[config.mk]
export PLATFORM = sky130hd
export DESIGN_NAME = sorted_priority_list_insert_unit
export DESIGN_NICKNAME = d
export VERILOG_FILES = /design/src/design/spli_pkg.sv /design/src/design/spli_ram.sv /design/src/design/sorted_priority_list_insert_unit.sv
export SDC_FILE = /design/constraint.sdc
export NUM_CORES = 1
export LEC_CHECK = 0
export BUFFER_PORTS_ARGS = -buffer_cell sky130_fd_sc_hd__buf_2
export CORE_MARGIN = 2
export CORE_UTILIZATION = 28
export DETAILED_ROUTE_END_ITERATION = 12
export GPL_ROUTABILITY_DRIVEN = 1
export PLACE_DENSITY = 0.53
export SLEW_MARGIN = 10
export SYNTH_ARGS = -nofsm -noshare
export SYNTH_HDL_FRONTEND = slang
export SYNTH_HIERARCHICAL = 1
export SYNTH_SLANG_ARGS = --single-unit
[constraint.sdc]
create_clock -name clk -period 5.6 [get_ports clk]
set_clock_uncertainty 0.15 [all_clocks]
set_input_delay 0.56 -clock clk [delete_from_list [all_inputs] [get_ports clk]]
set_output_delay 0.56 -clock clk [all_outputs]
set_load 0.01 [all_outputs]
[src/design/spli_pkg.sv]
package spli_pkg;

  localparam int CAPACITY = 16;
  localparam int VALUE_W  = 10;
  localparam int RANK_W   = 6;
  localparam int CNT_W    = $clog2(CAPACITY + 1);
  localparam int IDX_W    = $clog2(CAPACITY);

  localparam logic REQ_INSERT  = 1'b0;
  localparam logic REQ_READOUT = 1'b1;

  typedef enum logic [2:0] {
    ST_INSERTED  = 3'd0,
    ST_DUPLICATE = 3'd1,
    ST_FULL      = 3'd2,
    ST_ENTRY     = 3'd3,
    ST_EMPTY     = 3'd4
  } status_t;

endpackage

[src/design/spli_ram.sv]
module spli_ram #(
  parameter int WIDTH = 8,
  parameter int DEPTH = 16
) (
  input  logic                     clk,
  input  logic                     we,
  input  logic [$clog2(DEPTH)-1:0] waddr,
  input  logic [WIDTH-1:0]         wdata,
  input  logic                     re,
  input  logic [$clog2(DEPTH)-1:0] raddr,
  output logic [WIDTH-1:0]         rdata
);

  logic [WIDTH-1:0] mem [DEPTH];

  always_ff @(posedge clk) begin
    if (we) begin
      mem[waddr] <= wdata;
    end
    if (re) begin
      rdata <= mem[raddr];
    end
  end

endmodule

[src/design/sorted_priority_list_insert_unit.sv]
// Insert: each held entry compared is read, then compared; each entry moved up is read,
// then written one rank up; the value is stored and the result loaded into the result
// register once it is free, so an output stall delays it. Readout: each entry is read,
// then presented once the result register is free; an empty list gives a single beat.
// One request is worked on at a time. Reset (rst_n low, synchronous) empties the list;
// the entry memory is not cleared, since only held ranks are read.
module sorted_priority_list_insert_unit
  import spli_pkg::*;
(
  input  logic        clk,
  input  logic        rst_n,
  // Request channel.
  input  logic        in_tvalid,
  output logic        in_tready,
  input  logic [15:0] in_tdata,   // [9:0] priority_value, [15:10] zero
  input  logic        in_tuser,   // [0] req_type
  // Result channel.
  output logic        out_tvalid,
  input  logic        out_tready,
  output logic [15:0] out_tdata,  // [9:0] entry_value, [15:10] rank
  output logic [2:0]  out_tuser,  // [2:0] status
  output logic        out_tlast
);

  // The controller walks the memory one entry at a time: one state issues
  // the read, the next uses the registered read data.
  typedef enum logic [8:0] {
    S_IDLE  = 9'b000000001,
    S_SRCH  = 9'b000000010,  // issue read of the candidate rank
    S_CMP   = 9'b000000100,  // compare stored entry with the new value
    S_SHIFT = 9'b000001000,  // read the entry below the free slot, or store value
    S_MOVE  = 9'b000010000,  // write that entry one rank up
    S_EMIT  = 9'b000100000,  // hand the single insert/empty result over
    S_RDRD  = 9'b001000000,  // readout: issue read of the next rank
    S_RDOUT = 9'b010000000,  // readout: present the entry
    S_SPARE = 9'b100000000
  } state_t;

  state_t             state_r, state_nxt;
  logic [CNT_W-1:0]   count_r, count_nxt;
  logic [CNT_W-1:0]   idx_r, idx_nxt;     // search position, later the insert rank
  logic [CNT_W-1:0]   j_r, j_nxt;         // free slot while moving entries up
  logic [VALUE_W-1:0] val_r, val_nxt;
  status_t            res_status_r, res_status_nxt;
  logic [RANK_W-1:0]  res_rank_r, res_rank_nxt;

  logic               out_valid_r, out_valid_nxt;
  status_t            out_status_r, out_status_nxt;
  logic [VALUE_W-1:0] out_value_r, out_value_nxt;
  logic [RANK_W-1:0]  out_rank_r, out_rank_nxt;
  logic               out_last_r, out_last_nxt;

  logic               ram_we, ram_re;
  logic [IDX_W-1:0]   ram_waddr, ram_raddr;
  logic [VALUE_W-1:0] ram_wdata, ram_rdata;

  logic [CNT_W-1:0]   idx_inc, j_dec;
  logic               slot_free, is_full;

  spli_ram #(
    .WIDTH (VALUE_W),
    .DEPTH (CAPACITY)
  ) u_entries (
    .clk   (clk),
    .we    (ram_we),
    .waddr (ram_waddr),
    .wdata (ram_wdata),
    .re    (ram_re),
    .raddr (ram_raddr),
    .rdata (ram_rdata)
  );

  assign idx_inc   = idx_r + 1'b1;
  assign j_dec     = j_r - 1'b1;
  assign is_full   = (count_r == CNT_W'(CAPACITY));
  // The result register can take a new beat when empty or being drained.
  assign slot_free = !out_valid_r || out_tready;

  assign in_tready  = (state_r == S_IDLE);
  assign out_tvalid = out_valid_r;
  assign out_tdata  = {out_rank_r, out_value_r};
  assign out_tuser  = out_status_r;
  assign out_tlast  = out_last_r;

  always_comb begin
    state_nxt      = state_r;
    count_nxt      = count_r;
    idx_nxt        = idx_r;
    j_nxt          = j_r;
    val_nxt        = val_r;
    res_status_nxt = res_status_r;
    res_rank_nxt   = res_rank_r;
    out_valid_nxt  = out_valid_r && !out_tready;
    out_status_nxt = out_status_r;
    out_value_nxt  = out_value_r;
    out_rank_nxt   = out_rank_r;
    out_last_nxt   = out_last_r;
    ram_we         = 1'b0;
    ram_waddr      = j_r[IDX_W-1:0];
    ram_wdata      = val_r;
    ram_re         = 1'b0;
    ram_raddr      = idx_r[IDX_W-1:0];

    unique case (state_r)
      S_IDLE: begin
        if (in_tvalid) begin
          val_nxt = in_tdata[VALUE_W-1:0];
          idx_nxt = '0;
          if (in_tuser == REQ_INSERT) begin
            state_nxt = S_SRCH;
          end else if (count_r == '0) begin
            res_status_nxt = ST_EMPTY;
            res_rank_nxt   = '0;
            state_nxt      = S_EMIT;
          end else begin
            state_nxt = S_RDRD;
          end
        end
      end
      S_SRCH: begin
        if (idx_r == count_r) begin
          // Every held entry is smaller: the value goes at the tail.
          if (is_full) begin
            res_status_nxt = ST_FULL;
            res_rank_nxt   = '0;
            state_nxt      = S_EMIT;
          end else begin
            j_nxt     = count_r;
            state_nxt = S_SHIFT;
          end
        end else begin
          ram_re    = 1'b1;
          state_nxt = S_CMP;
        end
      end
      S_CMP: begin
        if (ram_rdata == val_r) begin
          res_status_nxt = ST_DUPLICATE;
          res_rank_nxt   = RANK_W'(idx_r);
          state_nxt      = S_EMIT;
        end else if (ram_rdata > val_r) begin
          if (is_full) begin
            res_status_nxt = ST_FULL;
            res_rank_nxt   = '0;
            state_nxt      = S_EMIT;
          end else begin
            j_nxt     = count_r;
            state_nxt = S_SHIFT;
          end
        end else begin
          idx_nxt   = idx_inc;
          state_nxt = S_SRCH;
        end
      end
      S_SHIFT: begin
        if (j_r == idx_r) begin
          ram_we         = 1'b1;
          ram_wdata      = val_r;
          count_nxt      = count_r + 1'b1;
          res_status_nxt = ST_INSERTED;
          res_rank_nxt   = RANK_W'(idx_r);
          state_nxt      = S_EMIT;
        end else begin
          ram_re    = 1'b1;
          ram_raddr = j_dec[IDX_W-1:0];
          state_nxt = S_MOVE;
        end
      end
      S_MOVE: begin
        // Read and write addresses differ by one, so no forwarding is needed.
        ram_we    = 1'b1;
        ram_wdata = ram_rdata;
        j_nxt     = j_dec;
        state_nxt = S_SHIFT;
      end
      S_EMIT: begin
        if (slot_free) begin
          out_valid_nxt  = 1'b1;
          out_status_nxt = res_status_r;
          out_value_nxt  = '0;
          out_rank_nxt   = res_rank_r;
          out_last_nxt   = 1'b1;
          state_nxt      = S_IDLE;
        end
      end
      S_RDRD: begin
        ram_re    = 1'b1;
        state_nxt = S_RDOUT;
      end
      S_RDOUT: begin
        // The read data register holds while the output side stalls.
        if (slot_free) begin
          out_valid_nxt  = 1'b1;
          out_status_nxt = ST_ENTRY;
          out_value_nxt  = ram_rdata;
          out_rank_nxt   = RANK_W'(idx_r);
          out_last_nxt   = (idx_inc == count_r);
          idx_nxt        = idx_inc;
          state_nxt      = (idx_inc == count_r) ? S_IDLE : S_RDRD;
        end
      end
      default: begin
        state_nxt = S_IDLE;
      end
    endcase
  end

  always_ff @(posedge clk) begin
    if (!rst_n) begin
      state_r     <= S_IDLE;
      count_r     <= '0;
      out_valid_r <= 1'b0;
    end else begin
      state_r     <= state_nxt;
      count_r     <= count_nxt;
      out_valid_r <= out_valid_nxt;
    end
  end

  always_ff @(posedge clk) begin
    idx_r        <= idx_nxt;
    j_r          <= j_nxt;
    val_r        <= val_nxt;
    res_status_r <= res_status_nxt;
    res_rank_r   <= res_rank_nxt;
    out_status_r <= out_status_nxt;
    out_value_r  <= out_value_nxt;
    out_rank_r   <= out_rank_nxt;
    out_last_r   <= out_last_nxt;
  end

`ifndef NO_ASSERTIONS
  a_count_bound: assert property (@(posedge clk) disable iff (!rst_n)
    count_r <= CNT_W'(CAPACITY))
    else $error("entry count exceeds capacity");

  a_count_step: assert property (@(posedge clk) disable iff (!rst_n)
    $past(rst_n) && (count_r != $past(count_r)) |-> count_r == $past(count_r) + 1'b1)
    else $error("entry count changed by other than one");

  a_busy_after_accept: assert property (@(posedge clk) disable iff (!rst_n)
    in_tvalid && in_tready |=> !in_tready)
    else $error("request accepted while another is in flight");

  a_single_results_last: assert property (@(posedge clk) disable iff (!rst_n)
    out_valid_r && (out_status_r != ST_ENTRY) |-> out_last_r && (out_value_r == '0))
    else $error("single-beat result without last or with nonzero value");
`endif

endmodule
* Yosys cells after proc, flatten, opt, wreduce, memory -nomap -nowiden
Memories as Yosys holds them, arrays and structs flattened. A register that Yosys moved wholly into a read port is not among the register bits.
Cells that the tools add are included.
** Operators by class
- Reductions and logical operators :: 17
- Equality and inequality tests :: 24
- Add/sub/neg operators :: 3
- Mux-type cells :: 64
- Div/mod/pow operators :: 0
- Shifts and indexed selects :: 0
- $mul :: 0
- Magnitude comparators :: 1
- Bitwise operators :: 0
** Operators by type and width (number)
- two-way mux 6 bit :: 12
- case mux 9 bit (8 select lines) :: 1
- two-way mux 9 bit :: 6
- two-way mux 5 bit :: 8
- two-way mux 10 bit :: 3
- two-way mux 3 bit :: 10
- case mux 5 bit (3 select lines) :: 2
- case mux 6 bit (4 select lines) :: 1
- two-way mux 7 bit :: 3
- case mux 10 bit (2 select lines) :: 1
- != test 2 bit, second input constant :: 8
- == test 5 bit :: 3
- case mux 3 bit (4 select lines) :: 1
- case mux 6 bit (2 select lines) :: 1
- adder 5 x 1 -> 5 bit, second input constant :: 2
- == test 10 bit :: 1
- > comparator 10 bit :: 1
- == test 9 x 1 -> 1 bit, second input constant :: 1
- == test 9 x 2 -> 1 bit, second input constant :: 1
- == test 9 x 3 -> 1 bit, second input constant :: 1
- == test 9 x 4 -> 1 bit, second input constant :: 1
- == test 9 x 5 -> 1 bit, second input constant :: 1
- == test 9 x 6 -> 1 bit, second input constant :: 1
- == test 9 x 7 -> 1 bit, second input constant :: 1
- 23 further kinds :: 38
** Storage, ports and cells
- Bits of input ports :: 21
- Output and inout port bits :: 22
- Flip-flop bits (word level) :: 64
- Bits in read-only memories :: 0
- Latch bits :: 0
- Memories :: 1
- Word-level logic and storage cells :: 122
- Bits in writable memories :: 160
** Memories
- u_entries.mem :: depth 16, width 10, read ports 1, clocked after memory_dff 1, wr ports 1, line spli_ram.sv:14 : logic [WIDTH-1:0] mem [DEPTH];

* Longest topological paths before layout
Gate-level depths: netlist (run 1).
- Word-level depth :: 5
- Mapped depth :: 11
- Mapped depth without buffers :: 8

* Hierarchy
The synthesis (run 1) kept the hierarchy.
** Modules (own cells, without submodules)
- spli_ram :: area each 6453.7 µm², instances 1, seq. area each 5104.9 µm², cells an instance 279
- sorted_priority_list_insert_unit :: area each 3412.0 µm², instances 1, seq. area each 1751.7 µm², cells an instance 320

* Worst setup path before layout (run 1)
OpenSTA, ideal clock, no wires.
- Path type :: register to register
- Start point :: reg state_r[7]
- End point :: mem u_entries/mem[0][0] in the netlist's numbering (enable)
- Slack :: 2.098 ns
- Path buffers :: 1
- Cell stages (with the launch flop) :: 8
- Data required time :: 5.060 ns
- Clock period less this slack :: 3.502 ns
- Arrival time :: 2.962 ns
- Setup time :: 0.390 ns
- Cell sequence :: dfxtp_1 > buf_4 > nor4_2 > nand4b_1 > nor4_4 > or2_2 > or3b_1 > nor3_1
** Between the ends
- Longest elaborated chain between the ends :: 4
- Elaborated cells on any way between the ends :: 5
- Classes of those cells :: 2 x eq/ne; 3 x mux
** RTL lines
- start: declaration :: line sorted_priority_list_insert_unit.sv:39 : state_t state_r, state_nxt;
- start signal: assignment :: line sorted_priority_list_insert_unit.sv:214 : state_r <= state_nxt;
- == test 9 x 5 -> 1 bit or == test 9 x 4 -> 1 bit (tied branches) :: line sorted_priority_list_insert_unit.sv:104 : unique case (state_r)
- case mux 1 bit (2 select lines) (*) :: line sorted_priority_list_insert_unit.sv:104
- named net ram_we :: line sorted_priority_list_insert_unit.sv:53 : logic ram_we, ram_re;
- two-way mux 1 bit (*) :: line spli_ram.sv:17 : if (we) begin
- two-way mux 1 bit (implied by the code) (*) :: line spli_ram.sv:18 : mem[waddr] <= wdata;
- end: declaration :: line spli_ram.sv:14
The timed path passes the listed nets; every way through them passes the cells marked *.

* Worst setup path after layout (run 1)
- Start point :: reg state_r[7]
- End point :: reg u_entries.rdata[6] (read register of u_entries.mem) (data pin)
** Between the ends
- Longest elaborated chain between the ends :: 2
- Elaborated cells on any way between the ends :: 5
- Classes of those cells :: 3 x eq/ne; 2 x mux
** RTL lines
- == test 9 x 4 -> 1 bit :: line sorted_priority_list_insert_unit.sv:104
- two-way mux 4 bit :: line sorted_priority_list_insert_unit.sv:104
- named net ram_raddr[1] :: line sorted_priority_list_insert_unit.sv:54 : logic [IDX_W-1:0] ram_waddr, ram_raddr;
- end: declaration :: line spli_ram.sv:11 : output logic [WIDTH-1:0] rdata
The timed path passes the listed nets, and every way through them passes these cells.
A chain may end at the register's enable or synchronous reset.

==> results of run 1 <==
[critical path, cell delays in order, from the launching register on]
cell and delay, ns:
dfxtp_1 0.40, nor4_2 0.53, nand4b_1 0.35, a41oi_1 0.27, buf_4 0.22, nor2_1 0.08
a21oi_4 0.29, buf_4 0.50, mux4_2 0.39, a22oi_1 0.34, nand2_1 0.14
[registers in the layout, summed over array words and instances (netlist names)]
| name | flops |
|---|---|
| j_r | 5 |
| res_status_r | 3 |
| out_tuser | 3 |
| out_tlast | 1 |
| out_tvalid | 1 |
| u_entries/mem | 160 |
| idx_r | 5 |
| out_rank_r | 6 |
| val_r | 10 |
| out_value_r | 10 |
| state_r | 8 |
| count_r | 5 |
| u_entries/rdata | 10 |
| res_rank_r | 6 |
[power by group]
part           internal (mW)  switching, mW  total, mW  leakage [nW]
Sequential              2.05         0.0661       2.11          2.12
Clock                   1.02          0.654       1.67         0.405
Combinational          0.390          0.515      0.905          1.33
[worst max-delay path by stage]
stage                     cells past startpoint                       endpoint  slack, ns
after global placement                       10   u_entries/rdata[6]$_DFFE_PP_       1.69
after floorplan                               7  u_entries/mem[0][0]$_DFFE_PP_       2.10
after detailed placement                     10   u_entries/rdata[6]$_DFFE_PP_       1.68
after CTS                                    10   u_entries/rdata[6]$_DFFE_PP_       1.69
after global routing                         10   u_entries/rdata[3]$_DFFE_PP_       1.42
final                                        10   u_entries/rdata[6]$_DFFE_PP_       1.64
[routing by layer]
| layer | share of wire [%] | global-route usage [%] | vias to the layer above |
|---|---|---|---|
| met5 | 0 | 0 | - |
| met4 | 1.8 | 2.37 | 0 |
| met1 | 45 | 14.2 | 2648 |
| li1 | - | - | 2486 |
| met2 | 49 | 18.7 | 95 |
| met3 | 4.4 | 2.12 | 31 |
[cell type report]
class                      instances  area (um^2)
clock inverter                    16          218
multi-input combinational        323         2840
timing repair buffer              60          373
inverter                          20         80.1
clock buffer                      28          616
fill                            3303        23100
sequential                       233         6860
tap                              455          569
[cells by family after synthesis]
family / share of synthesized area, %
compound gates: 5.31
xor+xnor: 2.13
fa+ha+maj: 1.78
buf+inv: 2.11
flops: 69.5
mux: 10.4
simple gates: 8.80
[placed cells by master (no fill, tap or decap), types with 5 or more instances in the layout]
| master | instances |
|---|---|
| buf_4 | 23 |
| a22o_1 | 6 |
| a22oi_1 | 20 |
| xor2_1 | 7 |
| a21oi_1 | 18 |
| nor2_1 | 45 |
| mux4_1 | 12 |
| clkinv_1 | 5 |
| inv_1 | 18 |
| and2_1 | 14 |
| nand3b_1 | 6 |
| ha_1 | 14 |
| dfxtp_1 | 14 |
| nor2b_1 | 7 |
| mux4_2 | 28 |
| edfxtp_1 | 219 |
| xnor2_1 | 17 |
| buf_2 | 36 |
| mux2_2 | 6 |
| nor3_1 | 9 |
| bufinv_16 | 5 |
| o21ai_0 | 16 |
| nand2_1 | 32 |
| nand3_1 | 6 |
| clkbuf_16 | 24 |
==> flow_metrics.py, run 1 <==
metrics = {
    "worst_setup_path": {
        "timing.rr.start": "state_r[7]$_SDFFE_PN0P_",
        "crit_fanout": 33,
        "worstSetupStartpoint": "state_r[7]$_SDFFE_PN0P_",
        "cp-end-kind": "flip-flop",
        "rrSetupSlack_ns": 1.64,
        "reg2reg_depth": 10,
        "worstSetupStartpointType": "flip-flop",
        "critPathArrivalTime_ns": 4.06,
        "critical_path_required_ns": 5.70,
        "worstSetupPathType": "reg -> reg",
        "r2r-end": "u_entries/rdata[6]$_DFFE_PP_",
    },
    "synth": {
        "yosysUniqueCellTypes": 60,
        "syn_inst": 599,
        "yosysTopAreaCell": "edfxtp_1",
        "yosys.area.top_type_share_pct": 66.7,
        "synth_edf_count": 219,
        "ys_async_sr_fraction_pct": 0,
        "synthesis.nets": 634,
        "syn_avg_cell_area_um2": 16.5,
        "synth_area_leaders": "edfxtp_1 67%, mux4_2 6.4%, mux4_1 3.2%, dfxtp_1 2.8%, ha_1 1.8%",
        "syn_area_mm2": 0.00987,
        "yosys_register_bits": 233,
        "ys.warnings.count": 6,
        "ys.flop_type": "edfxtp_1",
        "synthTopCellsByCount": "219 x edfxtp_1, 45 x nor2_1, 32 x nand2_1",
        "ys_seq_area_share_pct": 69.5,
        "synth_most_common_cell": "edfxtp_1",
    },
    "finish": {
        "fin_cells": 1135,
        "syn_to_final_growth_pct": 17.1,
        "nets": 697,
        "fin_util_pct": 33.4,
        "drive_gt1_share_pct": 22.4,
        "antennaDiodeCount": 0,
        "final_cell_area_mm2": 0.0116,
    },
    "die": {
        "ios": 43,
        "design.die.area_mm2": 0.0368,
        "start_util_pct": 28.5,
        "fp.dieH_um": 192,
        "die_w_um": 192,
        "core_mm2": 0.0346,
        "rows": 68,
    },
    "clock_network": {
        "worstSkewPairLatency_ns": 0.52,
        "cts.path.max_buffers": 3,
        "cts_made_buffers": 24,
        "root_buffer": "clkbuf_16",
        "cts_setup_buffers": 0,
        "cts_resized": 0,
        "h-tree-depth": 1,
        "cts_tree": "yes",
        "cts_hold_buf": 0,
        "cts.sinks": 233,
        "path_clk_slew_ns": 0.06,
    },
    "job": {
        "cap_violations": 0,
    },
    "sta": {
        "setup_viol": 0,
        "layout_min_cycle_time_ns": 3.96,
        "final-hold-violation-count": 0,
        "tightest_slew_ns": 1.08,
        "fin_crit_sh_pct": 70.6,
        "slew_headroom_pct": 28.0,
        "fin_ws_ns": 1.64,
        "rsz0062_at_grt": "false",
        "whs_ns": 0.0610,
        "slew_viol_final": 0,
        "fin_setup_tns_ns": 0,
        "max_freq_mhz": 253,
    },
    "power": {
        "power_mw": 4.69,
        "power.density_mw_per_mm2": 406,
        "p_leak_nw": 3.85,
        "ir_drop_uv": 220,
    },
    "grt": {
        "grt_max_degree": 41,
        "grt_pass1_vias": 5314,
        "groute.usage.overall_pct": 10.9,
        "grt_pass1_wl_mm": 30.8,
        "antenna_found_initial": 0,
        "overflow": 0,
    },
    "drt": {
        "firstDrtPassIters": 5,
        "drc": 0,
        "dr_total_vias": 5260,
        "ant_nets": 0,
        "totalWireLength_mm": 19.9,
        "wl_per_cell_um": 17.6,
        "drt_iter0_markers": 297,
        "via_per_inst": 4.63,
    },
    "hold_path": {
        "holdPathEnd": "val_r[8]$_DFFE_PP_",
        "min_path_type": "in -> reg",
        "hold_depth": 1,
        "hold_path_startpoint": "in_tdata[8]",
    },
    "place": {
        "finalWeightedCongestion": 0.809,
        "pre_cts_ws_ns": 1.68,
        "place_area_mm2": 0.0107,
        "dp_hpwl_mm": 13.4,
        "port_buffers": 36,
        "dp.cells": 1091,
    },
    "run_status": {
        "status": "completed",
    },
}
Power figures use the tool's default switching activity.
==> inputs of run 2 (changes only) <==
- PLACE_DENSITY: 0.53 -> 0.54
- clock period: 5.6 -> 3.2 ns (I/O delays scaled with it)
==> flow_metrics.py, run 2 (same netlist as run 1, synthesis figures left out) <==
metrics = {
    "run_status": {
        "status": "completed",
    },
    "drt": {
        "firstDrtPassIters": 4,
        "drt_iter0_markers": 244,
        "ant_nets": 0,
        "dr_total_vias": 5477,
        "drc": 0,
        "via_per_inst": 4.63,
        "totalWireLength_mm": 21.1,
        "wl_per_cell_um": 17.8,
    },
    "worst_setup_path": {
        "cp_common_cell": "buf_4",
        "cp-end-kind": "flip-flop",
        "critPathArrivalTime_ns": 3.07,
        "crit_fanout": 12,
        "rrSetupSlack_ns": 0.25,
        "endpoint": "u_entries/rdata[0]$_DFFE_PP_",
        "timing.rr.start": "j_r[2]$_DFFE_PP_",
        "cp_slowest_cell": "mux4_1",
        "cpPeakStageDelay_ns": 0.61,
        "critical_path_required_ns": 3.32,
        "worstSetupPathType": "reg -> reg",
        "crit_chain": "xor2_1 > nor2_1 > a41oi_2 > buf_4 > a21oi_4 > buf_4 > clkbuf_16 > mux4_1 > a22oi_1 > nand2_1",
        "r2r-end": "u_entries/rdata[0]$_DFFE_PP_",
        "reg2reg_depth": 10,
        "worstSetupStartpointType": "flip-flop",
        "worstSetupStartpoint": "j_r[2]$_DFFE_PP_",
    },
    "sta": {
        "layout_min_cycle_time_ns": 2.95,
        "fin_ws_ns": 0.255,
        "fin_setup_tns_ns": 0,
        "setup_viol": 0,
        "fin_crit_sh_pct": 92.0,
        "tightest_slew_ns": 0.742,
        "final-hold-violation-count": 0,
        "slew_viol_final": 0,
        "rsz0062_at_grt": "false",
        "max_freq_mhz": 340,
        "whs_ns": 0.0362,
        "slew_headroom_pct": 50.4,
    },
    "finish": {
        "final_cell_area_mm2": 0.0120,
        "antennaDiodeCount": 0,
        "fill_cells": 3270,
        "layout_common_cells": "219 x edfxtp_1, 54 x buf_4, 45 x nor2_1",
        "multi_input_area_mm2": 0.00287,
        "syn_to_final_growth_pct": 21.8,
        "nets": 744,
        "regMostFlops": "u_entries/mem",
        "seq_area_mm2": 0.00686,
        "fin_util_pct": 34.7,
        "fin_cells": 1182,
        "drive_gt1_share_pct": 26.4,
        "largest_reg_flops": 160,
        "layout_commonest_cell": "edfxtp_1",
    },
    "place": {
        "finalWeightedCongestion": 0.790,
        "dp.cells": 1124,
        "pre_cts_ws_ns": 0.203,
        "port_buffers": 36,
        "place_area_mm2": 0.0110,
        "dp_hpwl_mm": 14.4,
    },
    "grt": {
        "antenna_found_initial": 0,
        "overflow": 0,
        "grt_max_degree": 41,
        "groute.usage.overall_pct": 11.4,
        "grt_pass1_vias": 5516,
        "grt_pass1_wl_mm": 32.2,
    },
    "hold_path": {
        "min_path_type": "in -> reg",
        "hold_path_startpoint": "out_tready",
    },
    "die": {
        "design.die.area_mm2": 0.0368,
        "rows": 68,
        "fp.dieH_um": 192,
        "die_w_um": 192,
        "start_util_pct": 28.5,
        "core_mm2": 0.0346,
        "ios": 43,
    },
    "power": {
        "power.density_mw_per_mm2": 702,
        "power_mw": 8.43,
        "p_leak_nw": 4.11,
        "ir_drop_uv": 465,
    },
    "clock_network": {
        "cts_tree": "yes",
        "root_buffer": "clkbuf_16",
        "h-tree-depth": 1,
        "path_clk_slew_ns": 0.06,
        "cts.path.max_buffers": 3,
        "cts_made_buffers": 24,
        "worstSkewPairLatency_ns": 0.53,
        "cts.sinks": 233,
    },
    "job": {
        "cap_violations": 0,
    },
}
-- run 2: cell types whose count changed in the layout (fill, tap and decap cells not counted), moves of 2 or more --
cell and delta:
buf_12 +2, clkinvlp_4 +2, clkinv_1 -4, buf_4 +31
dlygate4sd3_1 +12
-- run 2: timing repair --
item | 4_1_cts | 5_1_grt
hold buffers | 12 | 0
setup buffers | 0 | 1
gates resized for setup | 0 | 2
endpoints found under the setup margin | 0 | 4
hold endpoints to repair | 16 | 0
-- run 2: critical path, delay by kind of cell (launching register included) --
kind	cells	cell delay, ns
flops	1	0.42
simple gates	2	0.22
xor+xnor	1	0.19
buf+inv	3	0.57
compound gates	3	0.53
mux	1	0.61
-- run 2: cell type report --
class	count	area share, %
Sequential cell	233	57.1
Multi-Input combinational cell	323	23.9
Timing Repair Buffer	107	6.67
Clock buffer	29	5.15
Tap cell	455	4.74
Clock inverter	15	1.85
Inverter	20	0.666
-- run 2: how the worst min path moves through the flow --
| stage | endpoint | slack [ns] | cells after the start |
|---|---|---|---|
| CTS | out_tvalid$_SDFF_PN0_ | 0.005 | 3 |
| global placement | val_r[9]$_DFFE_PP_ | 0.35 | 1 |
| finish | out_tvalid$_SDFF_PN0_ | 0.04 | 3 |
| global route | out_tvalid$_SDFF_PN0_ | 0.05 | 3 |
| detailed placement | val_r[9]$_DFFE_PP_ | 0.35 | 1 |
| floorplan | state_r[0]$_SDFFE_PN1P_ | 0.25 | 1 |
-- run 2: layer usage --
metal / up-vias / GRT usage, % / routed length, um
met1: 2745 / 14.9 / 9610
met2: 112 / 19.3 / 10100
met5: - / 0 / 0
met3: 34 / 2.43 / 957
met4: 0 / 3.17 / 454
li1: 2586 / - / -
-- run 2: report_power, final --
group / switching, mW / internal (mW)
Clock: 1.16 / 1.79
Combinational: 0.998 / 0.841
Sequential: 0.0619 / 3.58
